## config.mk

```make
export PLATFORM = sky130hd
export DESIGN_NAME = mrb_ctrl
export DESIGN_NICKNAME = d
export VERILOG_FILES = /design/src/design/mrb_pkg.sv /design/src/design/mrb_ctrl.sv
export SDC_FILE = /design/constraint.sdc
export NUM_CORES = 1
export LEC_CHECK = 0
export BUFFER_PORTS_ARGS = -buffer_cell sky130_fd_sc_hd__clkbuf_2
export CAP_MARGIN = 20
export CORE_AREA = 2 2 39 41
export DETAILED_ROUTE_END_ITERATION = 12
export DIE_AREA = 0 0 41 43
export GPL_TIMING_DRIVEN = 1
export PLACE_DENSITY = 0.3
export SLEW_MARGIN = 20
export SYNTH_ARGS = -nofsm -noshare
export SYNTH_HDL_FRONTEND = slang
export SYNTH_SLANG_ARGS = --single-unit
```

## constraint.sdc

```tcl
create_clock -name clk -period 1 [get_ports clk]
set_clock_uncertainty 0.15 [all_clocks]
set_input_delay 0.05 -clock clk [delete_from_list [all_inputs] [get_ports clk]]
set_output_delay 0.05 -clock clk [all_outputs]
set_load 0.01 [all_outputs]
```

## src/design/mrb_pkg.sv

```systemverilog
// shared types and constants for the multichannel receive ring buffer
// no dependencies

package mrb_pkg;

    localparam int DEF_CHANNELS     = 8;
    localparam int DEF_BUFFER_DEPTH = 256;
    localparam int FUNC_W           = 2;
    localparam int CHAN_W           = 3;
    localparam int BYTE_W           = 8;
    localparam int LEVEL_W          = 8;

    typedef enum logic [FUNC_W-1:0] {
        OP_PUSH  = 2'd0,
        OP_POP   = 2'd1,
        OP_PEEK  = 2'd2,
        OP_FLUSH = 2'd3
    } op_t;

    typedef struct packed {
        logic load;
        logic exec;
    } cmd_t;

endpackage

```

## src/design/mrb_ctrl.sv

```systemverilog
// sequencing state machine for the multichannel receive ring buffer
// depends on mrb_pkg

module mrb_ctrl (
    input  logic          clk,
    input  logic          rst_n,
    input  logic          start,
    output logic          busy,
    output logic          done,
    output mrb_pkg::cmd_t cmd
);

    typedef enum logic [2:0] {
        S_IDLE = 3'b001,
        S_EXEC = 3'b010,
        S_RESP = 3'b100
    } state_t;

    state_t state_reg;
    state_t state_next;

    always_ff @(posedge clk or negedge rst_n)
    begin
        if (!rst_n)
        begin
            state_reg <= S_IDLE;
        end
        else
        begin
            state_reg <= state_next;
        end
    end

    always_comb
    begin
        case (state_reg)
            S_IDLE:  state_next = start ? S_EXEC : S_IDLE;
            S_EXEC:  state_next = S_RESP;
            S_RESP:  state_next = start ? S_EXEC : S_IDLE;
            default: state_next = S_IDLE;
        endcase
    end

    assign busy     = (state_reg == S_EXEC);
    assign done     = (state_reg == S_RESP);
    assign cmd.load = start && (state_reg != S_EXEC);
    assign cmd.exec = (state_reg == S_EXEC);

endmodule

```

# --- Word level (Yosys, flattened, before mapping) ---
# Index checks and enable logic that the tools add are counted.
word_totals:
  output_inout_bits: 4
  rom_bits: 0
  register_bits: 3
  memories: 0
  ramBits: 0
  word_cells: 9
  latch_bits: 0
classes:
  n_shift: 0
  n_lt_le_gt_ge: 0
  mul: 0
  n_eq_ne: 4
  mux: 2
  n_reduce_logical: 2
  bitwise: 0
  div: 0
  n_addsub: 0
ops:
  columns: ["op", "n"]
  rows:
  - ["one-hot mux 3 bit (2 select lines)", 1]
  - ["== test 3 x 1 -> 1 bit, second input constant", 1]
  - ["== test 3 x 2 -> 1 bit, second input constant", 1]
  - ["== test 3 bit, second input constant", 1]
  - ["!= test 3 x 2 -> 1 bit, second input constant", 1]
  - ["2-to-1 mux 2 bit", 1]
  - ["OR reduction 2 bit", 1]
  - ["logical AND 1 bit", 1]

# --- Logic depth before layout (Yosys ltp) ---
logic_depth:
  depth_word: 3
  ltp_mapped: 2

# --- Worst setup path after synthesis ---
# OpenSTA, ideal clock, no wires.
synth_path:
  path_kind: "reg2out"
  start: "reg state_reg[2]"
  end: "out cmd[0] (netlist name)"
  path_buffers: 1
  arrival_time_ns: 0.933
  path_stages_with_launch: 3
  slack_ns: -0.133
  cell_sequence: "dfrtp_1 -> nor3b_2 -> buf_4"
synth_between:
  elab_chain_cells: 1
synth_rtl:
  columns: ["item", "line", "rtl"]
  rows:
  - ["start: declaration", "mrb_ctrl.sv:19", "state_t state_reg;"]
  - ["start signal: assignment", "mrb_ctrl.sv:30", "state_reg <= state_next;"]
  - ["== test 3 x 2 -> 1 bit", null, null]
  - ["end: declaration", "mrb_ctrl.sv:10", "output mrb_pkg::cmd_t cmd"]
# Every way passes these cells.

# --- Worst setup path after layout ---
layout_path:
  start: "reg state_reg[0]"
  end: "reg state_reg[0]"
layout_between:
  elab_chain_cells: 3
  word_cells_on_any_way: 5
  classes_between: "eq/ne (3); mux (1); reduce/logical (1)"
layout_rtl:
  columns: ["item", "line", "rtl"]
  rows:
  - ["== test 3 bit / == test 3 x 1 -> 1 bit (equally long branches)", "mrb_ctrl.sv:36", "case (state_reg)"]
  - ["OR reduction 2 bit (no source line)", null, null]
  - ["one-hot mux 3 bit (2 select lines) *", "mrb_ctrl.sv:36", null]
  - ["named net state_next[0]", "mrb_ctrl.sv:20", "state_t state_next;"]
# Mark *: on every way through the listed nets, which the timed path passes. The rest lies on a longest branch.

==> impl_metrics.toml <==
[sta]
finalHoldViolCount = 0
layout_setup_ws_ps = -296.6
finalCritPeriodShare_pct = 129.7
rsz0062_at_grt = "yes"
worst_pin_slew_ps = 221.6
final.min_clock_period_ps = 1297
relSlewSlack_pct = 85.03
slew_viol_final = 0
setup-tns-final_ps = -1695
fmax_mhz = 771.2
finalSetupViolCount = 7

[floorplan]
rows = 14
die_width_um = 41
start_util_pct = 11.84
die_area_sq_um = 1763
die_y_um = 43
core_area_sq_um = 1384
ios = 7

[grt]
grt_util_all_layers_pct = 5.829
grt_pass1_vias = 159
grt_max_degree = 6
grt_pass1_wl_um = 641
antenna_found_initial = 0
grt_overflow_total = 0

[worst_setup_path]
timing.critical_path.buf_inv = 2
endpoint_kind = "flip-flop"
required_ps = 1000
criticalPathCategory = "flip-flop to flip-flop"
cp-start-kind = "flip-flop"
max_stage_delay_ps = 560
cp.arrival_ps = 1290
cp_slowest_cell = "dfstp_2"
cp_common_cell = "buf_6"
path_cells = "buf_6 -> buf_6 -> nor4bb_1 -> nor3_1"
crit_fanout = 3
cpLargestDelayFamily = "flip-flops"

[logic_synthesis]
yosys.area_share.simple_pct = 43.51
ys.flop_type = "dfrtp_1"
syn-num-nets = 16
yosys.area_share.adder_pct = 0
synthTopCellsByArea = "dfrtp_1 (31%), dfstp_2 (16%), nor3b_2 (15%)"
synth-seq-cells = 3
synthTopCellsByCount = "dfrtp_1 (2), nor3b_1 (2), nor3b_2 (2), nor4bb_1 (2)"
syn-instance-count = 13
syn_avg_cell_area_sq_um = 12.61
yosys.area.top_type_share_pct = 30.53
ys_async_sr_fraction_pct = 100.0
synth_top_family_by_area = "simple AND/OR/NAND/NOR gates"
synth_xor_xnor_area_share_pct = 5.344
synth_area_sq_um = 163.9
synth_edf_count = 0
yosysWarnings = 0
synth_compound_area_share_pct = 0
synth.yosys.seq_area_share_pct = 46.56
yosysTopAreaCell = "dfrtp_1"
synthMuxAreaShare_pct = 0
synth.distinct_cells = 9

[layout]
largest_reg_flops = 3
seq_area_sq_um = 77.57
multiInputGateArea_sq_um = 103.9
antenna_cells = 0
final_nets = 32
fillers = 155
drive_above_1_share_pct = 71.43
area_delta_synth_final_pct = 92.37

[power_and_ir_drop]
seqPwrFrac_pct = 30.4
clockPowerShare_pct = 25.4
p_per_area_nw_per_um2 = 2587
swShare_pct = 31.49
comb_power_share_pct = 44.2
p_total_uw = 815.6
peakVddDrop_v = 0.0008766
internal_power_uw = 558.8
leakage_nw = 0.1405
p_sw_uw = 256.8

[clock_tree]
worstSkewPairLatency_ps = 230
root_buffer = "clkbuf_4"
cts_tree = "built"
numClockSinks = 3
clk_path_buf_depth = 2
cts_buffers = 3
path_clk_slew_ps = 40
cts-htree-levels = 1

[worst_hold_path]
hold_path.class = "primary input to asynchronous set/reset pin"

[run_status]
outcome = "finished, violations left"
failed_checks = "negative setup slack"

[drt]
drtAntennaViolNets = 0
routed_wl_um = 392
dr.pass1.iters = 1
via_per_inst = 3.682
drt_iter0_drc = 0
vias = 162
wl_per_cell_um = 8.909
drc_errors = 0

[flow_run]
maxCapViolCount = 0

[place]
gp_congestion = 0.5446
dp_slack_ps = -130.3
io_buffers = 6
[layout make-up]
type | instances | area share [%]
multi-input cells | 9 | 32.94
repair buffers | 12 | 27.78
flip-flops and latches | 3 | 24.60
clock buffers | 4 | 8.333
well taps | 16 | 6.349
[power groups by stage]
| stage | Clock (mW) | Combinational [mW] | Sequential (mW) |
|---|---|---|---|
| 5_1_grt | 0.232 | 0.398 | 0.256 |
| 3_3_place_gp | 0 | 0.199 | 0.259 |
| 4_1_cts | 0.221 | 0.265 | 0.247 |
| 2_1_floorplan | 0 | 0.145 | 0.249 |
| 3_5_place_dp | 0 | 0.205 | 0.260 |
| 6_report | 0.207 | 0.360 | 0.248 |
[cells by family after synthesis]
| logic type | count (synthesis) |
|---|---|
| buf+inv | 1 |
| flops | 3 |
| xor+xnor | 1 |
| simple gates | 8 |
[metal layers]
layer | track usage (%) | vias up | wire length [um]
li1 | - | 80 | -
met1 | 5.484 | 75 | 173
met2 | 8.125 | 7 | 183
met3 | 4.712 | 0 | 34
met4 | 4.000 | 0 | 0
met5 | 0 | - | 0
[path summary, 6_finish.rpt]
check                           cells past startpoint      endpoint  slack, ps    startpoint
worst min register to register                      2  state_reg[2]        480  state_reg[2]
worst min-delay path                                2  state_reg[2]          1         rst_n
max in group asynchronous                           2  state_reg[0]        500         rst_n
min in group clk                                    3  state_reg[0]        130         start
worst max-delay path                                4  state_reg[0]       -300  state_reg[0]
worst max register to register                      4  state_reg[0]       -300  state_reg[0]
[repair_timing]
action	CTS	global route
gates resized for setup	1	7
setup endpoints to repair	6	7
endpoints found under the hold margin	4	0
buffers inserted	2	1
gates cloned	0	0
pin swaps	1	2
hold buffers	2	0
[metrics by stage]
stage / cells / area [sq um] / util [%] / hold WS (ps)
after floorplan: 13 / 170.2 / - / -395.6
after global placement: 35 / 220.2 / 15.91 / -298.9
after detailed placement: 35 / 220.2 / 15.91 / -299.2
after CTS: 43 / 282.8 / 20.43 / -7.752
after global routing: 44 / 315.3 / 22.78 / 12.46
final: 44 / 315.3 / 22.78 / 0.9794
[placed cells by master (no fill, tap or decap)]
cell,n
buf_6,2
nor3b_4,1
nor4bb_1,2
clkbuf_4,3
dfstp_2,1
buf_2,2
dfrtp_2,1
nor3b_2,3
xnor2_2,1
dlygate4sd3_1,2
nor2b_1,1
dfrtp_1,1
clkbuf_2,4
clkbuf_1,1
buf_4,2
nor3_1,1
[worst reg2reg max path: cells and delay by family, from the launching register on]
kind                   cells  cell delay [ps]
buffers and inverters      2              210
flip-flops                 1              560
AND/OR/NAND/NOR            2              290
(Power assumes the default switching activity.)
